## config.mk

```make
export PLATFORM = sky130hd
export DESIGN_NAME = least_load_backup_pair_select_unit
export DESIGN_NICKNAME = d
export VERILOG_FILES = /design/src/hdl/llbps_pkg.sv /design/src/hdl/least_load_backup_pair_select_unit.sv /design/src/hdl/llbps_front.sv /design/src/hdl/llbps_queue.sv /design/src/hdl/llbps_back.sv
export SDC_FILE = /design/constraint.sdc
export NUM_CORES = 1
export LEC_CHECK = 0
export ABC_CLOCK_PERIOD_IN_PS = 11500
export BUFFER_PORTS_ARGS = -buffer_cell sky130_fd_sc_hd__buf_2
export CORE_ASPECT_RATIO = 1.1
export CORE_MARGIN = 8
export CORE_UTILIZATION = 45
export DETAILED_ROUTE_END_ITERATION = 10
export GPL_TIMING_DRIVEN = 0
export PLACE_DENSITY_LB_ADDON = 0.25
export SLEW_MARGIN = 20
export SYNTH_ARGS = -nofsm -noshare
export SYNTH_HDL_FRONTEND = slang
export SYNTH_HIERARCHICAL = 1
export SYNTH_SLANG_ARGS = --single-unit
export TNS_END_PERCENT = 5
```

## constraint.sdc

```tcl
create_clock -name clk_i -period 11.5 [get_ports clk_i]
set_clock_uncertainty 0.1 [all_clocks]
set_input_delay 1.725 -clock clk_i [delete_from_list [all_inputs] [get_ports clk_i]]
set_output_delay 1.725 -clock clk_i [all_outputs]
set_load 0.02 [all_outputs]
```

## src/hdl/llbps_pkg.sv

```systemverilog
// ----------------------------------------------------------------------------
// llbps_pkg: shared types for the least-load backup pair selector
// Field widths, the score width and the request and result structs, plus the
// (score, id) ordering function that the back end uses.
// ----------------------------------------------------------------------------
package llbps_pkg;

  localparam int unsigned NodeIdBits = 16;
  localparam int unsigned CountBits  = 16;
  localparam int unsigned WeightBits = 16;
  // backup + weight * recovery never exceeds this width.
  localparam int unsigned ScoreBits  = WeightBits + CountBits + 1;

  localparam logic [WeightBits-1:0] WeightReset = WeightBits'(1);

  typedef struct packed {
    logic [NodeIdBits-1:0] node_id;
    logic [CountBits-1:0]  backup_count;
    logic [CountBits-1:0]  recovery_count;
    logic                  one_hop;
    logic                  eligible;
    logic                  last_candidate;
  } req_t;

  typedef struct packed {
    logic                  found;
    logic [NodeIdBits-1:0] local_node;
    logic [NodeIdBits-1:0] remote_node;
  } res_t;

  // A scored candidate as it travels from the front end to the back end.
  typedef struct packed {
    logic [ScoreBits-1:0]  score;
    logic [NodeIdBits-1:0] node_id;
    logic                  one_hop;
    logic                  eligible;
    logic                  last_candidate;
  } item_t;

  // True when (score_a, id_a) orders strictly before (score_b, id_b).
  function automatic logic key_less(logic [ScoreBits-1:0]  score_a,
                                    logic [NodeIdBits-1:0] id_a,
                                    logic [ScoreBits-1:0]  score_b,
                                    logic [NodeIdBits-1:0] id_b);
    logic lt;
    if (score_a != score_b) begin
      lt = score_a < score_b;
    end else begin
      lt = id_a < id_b;
    end
    return lt;
  endfunction

endpackage

```

## src/hdl/least_load_backup_pair_select_unit.sv

```systemverilog
// Path: a request passes the front register, the queue and the result register in
// that order, and a result is valid once the last request of a set has passed them.
// Throughput: one request per cycle while the queue is not full; the score
// multiplier and the minima compare each take one stage, and the queue absorbs
// back-pressure. Reset: clears the minima, the queue and the result valid flag,
// and sets the recovery weight to 1.
// ----------------------------------------------------------------------------
// least_load_backup_pair_select_unit: least-load backup pair selector
// Scores a stream of candidate nodes and returns the least-loaded one-hop node
// and the least-loaded other node at the end of each set.
// ----------------------------------------------------------------------------
module least_load_backup_pair_select_unit #(
  parameter int unsigned QUEUE_DEPTH = 2
) (
  input  logic                             clk_i,
  input  logic                             rst_ni,
  input  logic                             cfg_we_i,
  input  logic [llbps_pkg::WeightBits-1:0] cfg_wdata_i,
  input  logic                             in_valid_i,
  output logic                             in_ready_o,
  input  llbps_pkg::req_t                  in_req_i,
  output logic                             out_valid_o,
  input  logic                             out_ready_i,
  output llbps_pkg::res_t                  out_res_o
);

  logic             f_valid, f_ready, b_valid, b_ready;
  llbps_pkg::item_t f_item, b_item;

  llbps_front u_front (
    .clk_i       (clk_i),
    .rst_ni      (rst_ni),
    .cfg_we_i    (cfg_we_i),
    .cfg_wdata_i (cfg_wdata_i),
    .in_valid_i  (in_valid_i),
    .in_ready_o  (in_ready_o),
    .in_req_i    (in_req_i),
    .item_valid_o(f_valid),
    .item_ready_i(f_ready),
    .item_o      (f_item)
  );

  llbps_queue #(
    .Depth(QUEUE_DEPTH)
  ) u_queue (
    .clk_i     (clk_i),
    .rst_ni    (rst_ni),
    .wr_valid_i(f_valid),
    .wr_ready_o(f_ready),
    .wr_item_i (f_item),
    .rd_valid_o(b_valid),
    .rd_ready_i(b_ready),
    .rd_item_o (b_item)
  );

  llbps_back u_back (
    .clk_i       (clk_i),
    .rst_ni      (rst_ni),
    .item_valid_i(b_valid),
    .item_ready_o(b_ready),
    .item_i      (b_item),
    .out_valid_o (out_valid_o),
    .out_ready_i (out_ready_i),
    .out_res_o   (out_res_o)
  );

endmodule

```

## src/hdl/llbps_front.sv

```systemverilog
// ----------------------------------------------------------------------------
// llbps_front: request intake and load scoring
// Holds the recovery weight, accepts one request per cycle unless stalled and
// registers the candidate with its load score backup + weight * recovery.
// ----------------------------------------------------------------------------
module llbps_front (
  input  logic                               clk_i,
  input  logic                               rst_ni,
  input  logic                               cfg_we_i,
  input  logic [llbps_pkg::WeightBits-1:0]   cfg_wdata_i,
  input  logic                               in_valid_i,
  output logic                               in_ready_o,
  input  llbps_pkg::req_t                    in_req_i,
  output logic                               item_valid_o,
  input  logic                               item_ready_i,
  output llbps_pkg::item_t                   item_o
);

  localparam int unsigned ProdBits = llbps_pkg::WeightBits + llbps_pkg::CountBits;

  logic [llbps_pkg::WeightBits-1:0] weight_q;
  logic                             valid_q;
  llbps_pkg::item_t                 item_d, item_q;
  logic [ProdBits-1:0]              prod;

  assign prod = ProdBits'(weight_q) * ProdBits'(in_req_i.recovery_count);

  always_comb begin
    item_d.score          = llbps_pkg::ScoreBits'(prod)
                          + llbps_pkg::ScoreBits'(in_req_i.backup_count);
    item_d.node_id        = in_req_i.node_id;
    item_d.one_hop        = in_req_i.one_hop;
    item_d.eligible       = in_req_i.eligible;
    item_d.last_candidate = in_req_i.last_candidate;
  end

  assign in_ready_o   = !valid_q || item_ready_i;
  assign item_valid_o = valid_q;
  assign item_o       = item_q;

  always_ff @(posedge clk_i or negedge rst_ni) begin
    if (!rst_ni) begin
      weight_q <= llbps_pkg::WeightReset;
      valid_q  <= 1'b0;
    end else begin
      if (cfg_we_i) begin
        weight_q <= cfg_wdata_i;
      end
      if (in_ready_o) begin
        valid_q <= in_valid_i;
      end
    end
  end

  always_ff @(posedge clk_i) begin
    if (in_valid_i && in_ready_o) begin
      item_q <= item_d;
    end
  end

endmodule

```

## src/hdl/llbps_queue.sv

```systemverilog
// ----------------------------------------------------------------------------
// llbps_queue: short queue between front and back end
// A small circular buffer of scored candidates so that the intake and the
// selection stages can stall independently.
// ----------------------------------------------------------------------------
module llbps_queue #(
  parameter int unsigned Depth = 2
) (
  input  logic             clk_i,
  input  logic             rst_ni,
  input  logic             wr_valid_i,
  output logic             wr_ready_o,
  input  llbps_pkg::item_t wr_item_i,
  output logic             rd_valid_o,
  input  logic             rd_ready_i,
  output llbps_pkg::item_t rd_item_o
);

  localparam int unsigned PtrBits = (Depth > 1) ? $clog2(Depth) : 1;
  localparam int unsigned CntBits = $clog2(Depth + 1);

  llbps_pkg::item_t   entries_q [Depth];
  logic [PtrBits-1:0] wr_ptr_q, wr_ptr_d, rd_ptr_q, rd_ptr_d;
  logic [CntBits-1:0] count_q, count_d;
  logic               push, pop;

  assign wr_ready_o = count_q != CntBits'(Depth);
  assign rd_valid_o = count_q != '0;
  assign rd_item_o  = entries_q[rd_ptr_q];
  assign push       = wr_valid_i && wr_ready_o;
  assign pop        = rd_valid_o && rd_ready_i;

  always_comb begin
    wr_ptr_d = wr_ptr_q;
    rd_ptr_d = rd_ptr_q;
    count_d  = count_q;
    if (push) begin
      wr_ptr_d = (wr_ptr_q == PtrBits'(Depth - 1)) ? '0 : wr_ptr_q + PtrBits'(1);
    end
    if (pop) begin
      rd_ptr_d = (rd_ptr_q == PtrBits'(Depth - 1)) ? '0 : rd_ptr_q + PtrBits'(1);
    end
    if (push && !pop) begin
      count_d = count_q + CntBits'(1);
    end else if (pop && !push) begin
      count_d = count_q - CntBits'(1);
    end
  end

  always_ff @(posedge clk_i or negedge rst_ni) begin
    if (!rst_ni) begin
      wr_ptr_q <= '0;
      rd_ptr_q <= '0;
      count_q  <= '0;
    end else begin
      wr_ptr_q <= wr_ptr_d;
      rd_ptr_q <= rd_ptr_d;
      count_q  <= count_d;
    end
  end

  always_ff @(posedge clk_i) begin
    if (push) begin
      entries_q[wr_ptr_q] <= wr_item_i;
    end
  end

endmodule

```

## src/hdl/llbps_back.sv

```systemverilog
// ----------------------------------------------------------------------------
// llbps_back: running minima and result register
// Tracks the two smallest eligible candidates and the smallest eligible
// one-hop candidate, and forms the local/remote pair on the last request.
// ----------------------------------------------------------------------------
module llbps_back (
  input  logic             clk_i,
  input  logic             rst_ni,
  input  logic             item_valid_i,
  output logic             item_ready_o,
  input  llbps_pkg::item_t item_i,
  output logic             out_valid_o,
  input  logic             out_ready_i,
  output llbps_pkg::res_t  out_res_o
);

  typedef struct packed {
    logic [llbps_pkg::ScoreBits-1:0]  score;
    logic [llbps_pkg::NodeIdBits-1:0] node;
    logic                             valid;
  } slot_t;

  slot_t           best_q, best_d, next_q, next_d, hop_q, hop_d;
  logic            out_valid_q;
  llbps_pkg::res_t res_q, res_d;
  logic            pop;

  // Only a last request needs room in the result register.
  assign item_ready_o = !item_i.last_candidate || !out_valid_q || out_ready_i;
  assign pop          = item_valid_i && item_ready_o;
  assign out_valid_o  = out_valid_q;
  assign out_res_o    = res_q;

  always_comb begin
    best_d = best_q;
    next_d = next_q;
    hop_d  = hop_q;
    if (item_i.eligible) begin
      if (!best_q.valid || llbps_pkg::key_less(item_i.score, item_i.node_id,
                                               best_q.score, best_q.node)) begin
        next_d = best_q;
        best_d = '{score: item_i.score, node: item_i.node_id, valid: 1'b1};
      end else if (!next_q.valid || llbps_pkg::key_less(item_i.score, item_i.node_id,
                                                        next_q.score, next_q.node)) begin
        next_d = '{score: item_i.score, node: item_i.node_id, valid: 1'b1};
      end
      if (item_i.one_hop && (!hop_q.valid || llbps_pkg::key_less(
            item_i.score, item_i.node_id, hop_q.score, hop_q.node))) begin
        hop_d = '{score: item_i.score, node: item_i.node_id, valid: 1'b1};
      end
    end

    // The remote node is the smallest eligible candidate that is not the local one.
    res_d = '0;
    if (hop_d.valid) begin
      if (best_d.valid && best_d.node != hop_d.node) begin
        res_d.found       = 1'b1;
        res_d.local_node  = hop_d.node;
        res_d.remote_node = best_d.node;
      end else if (next_d.valid && next_d.node != hop_d.node) begin
        res_d.found       = 1'b1;
        res_d.local_node  = hop_d.node;
        res_d.remote_node = next_d.node;
      end
    end
  end

  always_ff @(posedge clk_i or negedge rst_ni) begin
    if (!rst_ni) begin
      best_q      <= '0;
      next_q      <= '0;
      hop_q       <= '0;
      out_valid_q <= 1'b0;
    end else begin
      if (pop) begin
        if (item_i.last_candidate) begin
          best_q <= '0;
          next_q <= '0;
          hop_q  <= '0;
        end else begin
          best_q <= best_d;
          next_q <= next_d;
          hop_q  <= hop_d;
        end
      end
      if (pop && item_i.last_candidate) begin
        out_valid_q <= 1'b1;
      end else if (out_ready_i) begin
        out_valid_q <= 1'b0;
      end
    end
  end

  always_ff @(posedge clk_i) begin
    if (pop && item_i.last_candidate) begin
      res_q <= res_d;
    end
  end

`ifndef SYNTHESIS
  a_clear_after_last: assert property (@(posedge clk_i) disable iff (!rst_ni)
    pop && item_i.last_candidate |=> !best_q.valid && !next_q.valid && !hop_q.valid)
    else $error("minima not cleared after the last request of a set");

  a_next_needs_best: assert property (@(posedge clk_i) disable iff (!rst_ni)
    next_q.valid |-> best_q.valid)
    else $error("second-smallest slot valid without a smallest slot");

  a_hop_needs_best: assert property (@(posedge clk_i) disable iff (!rst_ni)
    hop_q.valid |-> best_q.valid)
    else $error("one-hop slot valid without a smallest slot");

  a_pair_distinct: assert property (@(posedge clk_i) disable iff (!rst_ni)
    out_valid_q && res_q.found |-> res_q.local_node != res_q.remote_node)
    else $error("local and remote node are the same");

  a_result_held: assert property (@(posedge clk_i) disable iff (!rst_ni)
    out_valid_q && !out_ready_i |=> out_valid_q && $stable(res_q))
    else $error("result register changed while stalled");
`endif

endmodule
```

# After elaboration in Yosys (flattened, before gate mapping)

Memories as Yosys holds them, arrays and structs flattened.
Index checks and enable logic that the tools add are counted.

$lt $le $gt $ge: 6
Multipliers: 1
Reduce and logical (&&, ||, !) cells: 33
Shift operators: 0
Bitwise logic cells: 0
Eq/ne operators: 6
Div/mod/pow operators: 0
Mux-type cells: 27
Add/sub/neg operators: 5

Operator list:

| cell                                                                | number |
|---|---|
| 50-bit two-way mux                                                  | 10 |
| 33-bit less-than comparator                                         | 3 |
| 33-bit != test                                                      | 3 |
| 33-bit two-way mux                                                  | 2 |
| 16-bit less-than comparator                                         | 3 |
| 32-bit by 16-bit adder with 33-bit output                           | 1 |
| 16-bit by 16-bit multiplier with 32-bit output                      | 1 |
| 16-bit != test                                                      | 2 |
| 1-bit two-way mux                                                   | 13 |
| 2-bit nonzero test                                                  | 6 |
| 1-bit logical AND                                                   | 9 |
| 3-bit AND reduction                                                 | 3 |
| 1-bit logical NOT                                                   | 8 |
| 1-bit logical OR                                                    | 6 |
| 2-bit two-way mux                                                   | 2 |
| 3-bit nonzero test                                                  | 1 |
| 1-bit adder (second input constant)                                 | 2 |
| 2-bit by 1-bit adder with 2-bit output (second input constant)      | 1 |
| 2-bit != test (second input constant)                               | 1 |
| 2-bit by 1-bit subtractor with 2-bit output (second input constant) | 1 |

Bits in latches: 0
Register bits after elaboration: 257
Memory bits (read-only): 0
Input port bits: 72
Memory bits (writable): 104
Word-level logic and storage cells: 102
Memories: 1

Memory list:

| memory            | depth | width | rd ports | clocked after Yosys merged registers in | write ports | line              | RTL |
|---|---|---|---|---|---|---|---|
| u_queue.entries_q | 2     | 52    | 1        | 0                                       | 1           | llbps_queue.sv:22 | `llbps_pkg::item_t entries_q [Depth];` |

# Depth between registers and ports, before layout

Gate-level depths: netlist of the first run.
An unclocked memory read counts as a cell.

Word-level depth: 15
Depth in mapped cells: 22

# By module

Netlist of the first run, hierarchy kept.

By module, submodules not included:

| module      | area each (um^2) | cells each | times used | sequential area each (um^2) |
|---|---|---|---|---|
| llbps_back  | 12474.5          | 1426       | 1          | 4769.6 |
| llbps_front | 11385.9          | 1173       | 1          | 1988.2 |
| llbps_queue | 4197.8           | 180        | 1          | 3223.1 |

# Worst setup path before layout of the first run

Ideal clock, no wire load.

Path type: input-to-reg
Start: in in_req_i[10] (netlist bit)
End: reg u_front.item_q, in the netlist u_front/item_o[50] (data pin)
Buffers on the path: 1
Stages on the path: 20
Setup slack: 4.325 ns
Arrival: 6.814 ns
Cells stage by stage: clkbuf_1 -> nand2_1 -> fa_1 -> inv_1 -> fa_1 -> inv_1 -> fa_1 -> inv_1 -> fa_1 -> fa_1 -> inv_1 -> fa_1 -> inv_1 -> ha_1 -> a21o_1 -> or3_1 -> a311oi_1 -> or4b_4 -> nand4_1 -> nor3b_2

RTL lines:

| item                   | line                                     | RTL |
|---|---|---|
| start: declaration     | least_load_backup_pair_select_unit.sv:21 | `input llbps_pkg::req_t in_req_i,` |
| end signal: assignment | llbps_front.sv:57                        | `item_q <= item_d;` |
| end: declaration       | llbps_front.sv:23                        | `llbps_pkg::item_t item_d, item_q;` |

==> results.json, run 1 <==
{
  "layout_common_cells": "454 x inv_1, 295 x nand2_1, 255 x ha_1",
  "cp-end-kind": "flip-flop",
  "num-nets-final": 3471,
  "cts_tree": "built",
  "core_area_um2": 62000,
  "die_h_um": 278,
  "synth_edf_count": 189,
  "antenna_found_initial": 0,
  "drt-pass1-iter-count": 5,
  "grt_pass1_vias": 21919,
  "grt_overflow_total": 0,
  "ys_seq_elements": 361,
  "crit_type": "primary input to flip-flop",
  "min_period_ps": 7680,
  "cp_max_fo": 10,
  "rsz0062_at_grt": "false",
  "n_antenna_cell": 0,
  "wl_per_cell_um": 21.2,
  "async_flop_share_pct": 47.6,
  "viasPerCell": 5.56,
  "root_buffer": "clkbuf_16",
  "worst_skew_pair.late_latency_ps": 590,
  "ys_seq_area_share_pct": 35.6,
  "crit_path_start": "in_req_i[11]",
  "hold_viol": 0,
  "r2r_slack_ps": 4270,
  "synth_flop_cell": "edfxtp_1",
  "cts_max_level": 2,
  "vias": 21110,
  "synth_cell_types": 83,
  "grt_pass1_wl_mm": 125,
  "layout_commonest_cell": "inv_1",
  "io_pins": 107,
  "die_x_um": 254,
  "r2r-start": "u_queue/rd_ptr_q$_DFFE_PN0P_",
  "synth_nets": 3317,
  "mappedNetlistArea_um2": 28100,
  "drt-total-wl_mm": 80.4,
  "floorplan.initialDensity_pct": 45.3,
  "synthTopCellsByArea": "edfxtp_1 20%, dfrtp_1 15%, fa_1 15%",
  "avgSynthCellArea_um2": 10.1,
  "rows": 96,
  "maxCapViolations": 0,
  "clock-sinks": 361,
  "max_slew_margin_pct": 19.4,
  "cts_resized": 0,
  "netlist_instances": 2779,
  "synth_warnings": 6,
  "layout-drive-gt1-share_pct": 10.0,
  "yosys.area.top_type": "edfxtp_1",
  "fmax_mhz": 130,
  "grt_max_degree": 97,
  "routabilityCongestion": 0.941,
  "worst_pin_slew_ps": 1200,
  "finalSetupViolCount": 0,
  "cts_max_path_buffers": 3,
  "r2r-end": "u_back/out_res_o[7]$_SDFFCE_PP0P_",
  "path_clk_slew_ps": 60,
  "drc_errors": 0,
  "critPathArrivalTime_ps": 7880,
  "ant_nets": 0,
  "ff2ff_path_depth": 18,
  "status": "finished, final reports clean",
  "post-cts-setup-buffers": 0,
  "die_area_um2": 70600,
  "numCtsBuffers": 42,
  "finalMaxSlewViolations": 0,
  "crit_end": "u_front/item_o[46]$_DFFE_PP_",
  "hold_class": "flip-flop to flip-flop",
  "synth_top_area_share_pct": 20.2,
  "dpl.hpwl_mm": 63.4,
  "grt_use_total_pct": 22.6,
  "io_buffers": 105,
  "fin_crit_sh_pct": 66.8,
  "cp-start-kind": "primary input",
  "drt_iter0_drc": 1521,
  "area_growth_pct": 11.0,
  "cp.required_ps": 11700,
  "postCtsHoldBufs": 0,
  "fin_setup_tns_ps": 0
}
## kinds of logic (layout without fill, tap and decap cells)
| logic type | after synthesis | count (layout) | synth area share (%) |
|---|---|---|---|
| XOR/XNOR | 58 | 58 | 1.81 |
| buffers and inverters | 583 | 769 | 8.31 |
| multiplexers | 73 | 73 | 3.56 |
| AO/OA/AOI/OAI | 546 | 546 | 12.4 |
| adder cells (fa/ha/maj) | 466 | 466 | 26.4 |
| flip-flops | 361 | 361 | 35.6 |
| AND/OR/NAND/NOR | 692 | 692 | 11.9 |
## flip-flops by register name (all words and copies together) (netlist names)
| signal | count |
|---|---|
| u_back/best_q | 50 |
| u_back/out_res_o | 33 |
| u_back/out_valid_o | 1 |
| u_queue/rd_ptr_q | 1 |
| u_front/item_o | 52 |
| u_front/item_valid_o | 1 |
| u_queue/wr_ptr_q | 1 |
| u_back/next_q | 50 |
| u_queue/count_q | 2 |
| u_queue/entries_q | 104 |
| u_back/hop_q | 50 |
| u_front/weight_q | 16 |
## critical path: stages
cell      delay, ps
buf_2           220
clkbuf_1        520
nand2_1         160
fa_1            540
inv_1            50
fa_1            500
inv_1            60
fa_1            530
inv_1            50
fa_1            440
fa_1            490
inv_1            50
fa_1            470
inv_1            40
ha_1            350
a21o_1          240
or3_1           350
a311oi_1        570
or4b_4          280
nand3_1          80
xor2_1          150
## metrics by stage
step	util (%)	hold slack, ps	std cells	setup slack, ps	area [um^2]
after floorplan	-	321	2779	4320	28100
after detailed placement	48.0	334	3722	3250	29800
final	50.2	339	3798	3820	31100
after CTS	50.2	341	3798	3860	31100
after global routing	50.2	347	3798	3540	31100
after global placement	47.8	322	3717	3290	29600
## worst min-delay path by stage
stage	start	to	cells after the start
finish	u_front/item_o[44]$_DFFE_PP_	u_queue/entries_q[0][44]$_DFFE_PP_	0
global route	u_front/item_o[22]$_DFFE_PP_	u_queue/entries_q[0][22]$_DFFE_PP_	0
CTS	u_front/item_o[44]$_DFFE_PP_	u_queue/entries_q[0][44]$_DFFE_PP_	0
detailed placement	u_front/item_o[26]$_DFFE_PP_	u_queue/entries_q[1][26]$_DFFE_PP_	0
global placement	u_front/item_o[47]$_DFFE_PP_	u_queue/entries_q[0][47]$_DFFE_PP_	0
floorplan	u_front/item_o[0]$_DFFE_PP_	u_queue/entries_q[0][0]$_DFFE_PP_	0
## area by class of cell
class | instances | area [um^2]
repair buffers | 110 | 658
clock buffers | 52 | 1130
clock inverters | 24 | 240
well taps | 833 | 1040
multi-input cells | 1835 | 15800
fillers | 5755 | 30800
inverters | 455 | 1710
flip-flops and latches | 361 | 9980
plain buffers | 128 | 624
## Yosys cell counts, types with 55 or more instances
cell and instances:
and2_1 112, ha_1 255, nand2_1 295, edfxtp_1 189, fa_1 211, clkbuf_1 96, a21oi_1 132, dfrtp_1 171
nand3_1 55, nor2_1 87, inv_1 454, o21ai_0 135
## routing by layer
metal	vias to the layer above	track usage (%)	wire [um]
li1	9734	-	-
met1	10548	26.9	32000
met2	673	41.3	41700
met3	155	2.70	3840
met4	0	8.33	2990
met5	-	0	0
Power of run 1 is left out: the tool's default activity adds up to more than one toggle a clock period on the data nets, which glitch-free logic cannot reach.
==> inputs of run 2 (changes only) <==
Settings changed: ABC_AREA set to 1, ABC_CLOCK_PERIOD_IN_PS 11500 to 6550.
Clock period 11.5 ns to 6.55 ns, I/O delays scaled along.
==> results.json, run 2 <==
{
  "status": "finished, final reports clean",
  "cp-end-kind": "flip-flop",
  "cp.required_ps": 6730,
  "synth_top_area_share_pct": 19.0,
  "hold_class": "primary input to asynchronous set/reset pin",
  "max_slew_margin_pct": 43.1,
  "synthTopCellsByArea": "edfxtp_1 19%, dfrtp_1 14%, fa_1 14%",
  "synth_flop_cell": "edfxtp_1",
  "drt_iter0_drc": 1701,
  "io_buffers": 89,
  "crit_type": "primary input to flip-flop",
  "dpl.hpwl_mm": 66.6,
  "finalSetupViolCount": 0,
  "cts_resized": 0,
  "cp_common_cell": "fa_1",
  "hold_viol": 0,
  "cts_tree": "built",
  "async_flop_share_pct": 47.6,
  "wl_per_cell_um": 17.6,
  "core_area_um2": 65900,
  "fin_crit_sh_pct": 96.5,
  "layout_common_cells": "1098 x nand2_1, 741 x inv_1, 255 x ha_1",
  "drt-total-wl_mm": 83.1,
  "postCtsHoldBufs": 0,
  "grt_pass1_vias": 24073,
  "netlist_instances": 3689,
  "synth_common_cells": "1098 x nand2_1, 742 x inv_1, 255 x ha_1",
  "synth_warnings": 6,
  "clock-sinks": 361,
  "ant_nets": 0,
  "drt-pass1-iter-count": 5,
  "yosys.area.top_type": "edfxtp_1",
  "root_buffer": "clkbuf_16",
  "die_area_um2": 74700,
  "area_growth_pct": 10.4,
  "maxCapViolations": 0,
  "path_cells": "clkbuf_1 -> clkbuf_2 -> nand2_1 -> fa_1 -> fa_1 -> fa_1 -> inv_1 -> fa_1 -> fa_1 -> inv_1 -> fa_1 -> inv_1 -> ha_1 -> nand2_1 -> inv_1 -> a21oi_2 -> nand3_2 -> nand2_1 -> nand3_1 -> nand2_1 -> nand2_1",
  "preCtsSetupSlack_ps": -508,
  "min_period_ps": 6320,
  "nFillCells": 6397,
  "antenna_found_initial": 2,
  "grt_max_degree": 81,
  "rsz0062_at_grt": "false",
  "numCtsBuffers": 42,
  "critPathSlowestCell": "fa_1",
  "avgSynthCellArea_um2": 8.08,
  "rows": 99,
  "fmax_mhz": 158,
  "grt_pass1_wl_mm": 131,
  "num-nets-final": 4367,
  "die_x_um": 261,
  "synth_edf_count": 189,
  "worst_pin_slew_ps": 848,
  "fin_setup_tns_ps": 0,
  "viasPerCell": 5.15,
  "cts_max_level": 2,
  "largest_register_ffs": 104,
  "cp_max_fo": 10,
  "layout-drive-gt1-share_pct": 7.77,
  "final_util_pct": 49.9,
  "ys_seq_elements": 361,
  "die_h_um": 286,
  "ys_seq_area_share_pct": 33.5,
  "setup_ws_ps": 232,
  "path_clk_slew_ps": 60,
  "cp-start-kind": "primary input",
  "layout_commonest_cell": "nand2_1",
  "worst_skew_pair.late_latency_ps": 560,
  "floorplan.initialDensity_pct": 45.2,
  "post-cts-setup-buffers": 0,
  "synth_nets": 4227,
  "largest_register": "u_queue/entries_q",
  "vias": 24294,
  "post-synth-top-count-cell": "nand2_1",
  "mappedNetlistArea_um2": 29800,
  "finalMaxSlewViolations": 0,
  "grt_overflow_total": 0,
  "cts_max_path_buffers": 3,
  "critPathArrivalTime_ps": 6500,
  "routabilityCongestion": 0.958,
  "max_stage_delay_ps": 530,
  "synth_cell_types": 45,
  "drc_errors": 0,
  "io_pins": 107,
  "grt_use_total_pct": 22.2
}
## run 2: cell count changes after synthesis, moves of 27 or more
cell	before	now
a22o_1	45	0
a22oi_1	33	0
a31oi_1	28	0
and2_1	112	1
clkbuf_1	96	123
inv_1	454	742
mux2_4	49	0
nand2_1	295	1098
nand3_1	55	199
nor2_1	87	127
o21ai_0	135	64
o22ai_1	40	98
xnor2_1	34	4
## run 2: kinds of logic (layout without fill, tap and decap cells)
| logic type | after synthesis | count (layout) | share of synthesized area [%] |
|---|---|---|---|
| AOI/OAI and AO/OA | 363 | 363 | 6.89 |
| xor gates and xnor gates | 17 | 17 | 0.500 |
| adders and majority gates | 466 | 466 | 24.9 |
| buffers and inverters | 912 | 1084 | 11.9 |
| DFF | 361 | 361 | 33.5 |
| muxes | 16 | 16 | 0.605 |
| other | 0 | 1 | 0 |
| and+or+nand+nor | 1554 | 1554 | 21.7 |
## run 2: final timing paths
path                                                 start                            endpoint  slack [ps]  cells after the start
hold / removal                                      rst_ni       u_back/next_q[25]$_DFFE_PN0P_         190                      1
min in group clk_i            u_front/item_o[24]$_DFFE_PP_  u_queue/entries_q[1][24]$_DFFE_PP_         310                      0
hold reg to reg               u_front/item_o[24]$_DFFE_PP_  u_queue/entries_q[1][24]$_DFFE_PP_         310                      0
setup / recovery                               in_req_i[4]        u_front/item_o[48]$_DFFE_PP_         230                     21
setup reg to reg           u_front/weight_q[0]$_DFFE_PN1P_        u_front/item_o[46]$_DFFE_PP_         310                     20
max in group asynchronous                           rst_ni     u_front/weight_q[0]$_DFFE_PN1P_        5030                      3
## run 2: worst max-delay path, delay by kind of cell
family | cells | cell delay [ps]
AO/OA/AOI/OAI | 1 | 220
buffers and inverters | 6 | 1050
adder cells (fa/ha/maj) | 7 | 3460
AND/OR/NAND/NOR | 7 | 780
## run 2: stage by stage
step	area, um^2	instances	hold WS, ps
floorplan	29800	3689	321
global placement	31300	4636	322
detailed placement	31600	4644	331
CTS	32900	4720	178
global route	32900	4719	198
finish	32900	4720	193
## run 2: cell type report
cell class / instances / area (um^2) / share of cell area [%]
diodes: 1 / 2.50 / 0.00760
multi-input cells: 2416 / 16300 / 49.5
plain buffers: 159 / 754 / 2.29
clock inverters: 22 / 214 / 0.650
repair buffers: 97 / 648 / 1.97
flip-flops and latches: 361 / 9980 / 30.3
clock buffers: 54 / 1120 / 3.40
well taps: 858 / 1070 / 3.26
inverters: 752 / 2830 / 8.59
## run 2: metal layers
layer | share of wire [%] | GRT usage, % | up-vias
li1 | - | - | 11856
met1 | 41 | 27.4 | 11456
met2 | 49 | 39.2 | 802
met3 | 5.6 | 2.73 | 178
met4 | 4.0 | 8.54 | 2
met5 | 0.016 | 0 | -
Power of run 2 is left out for the same reason.
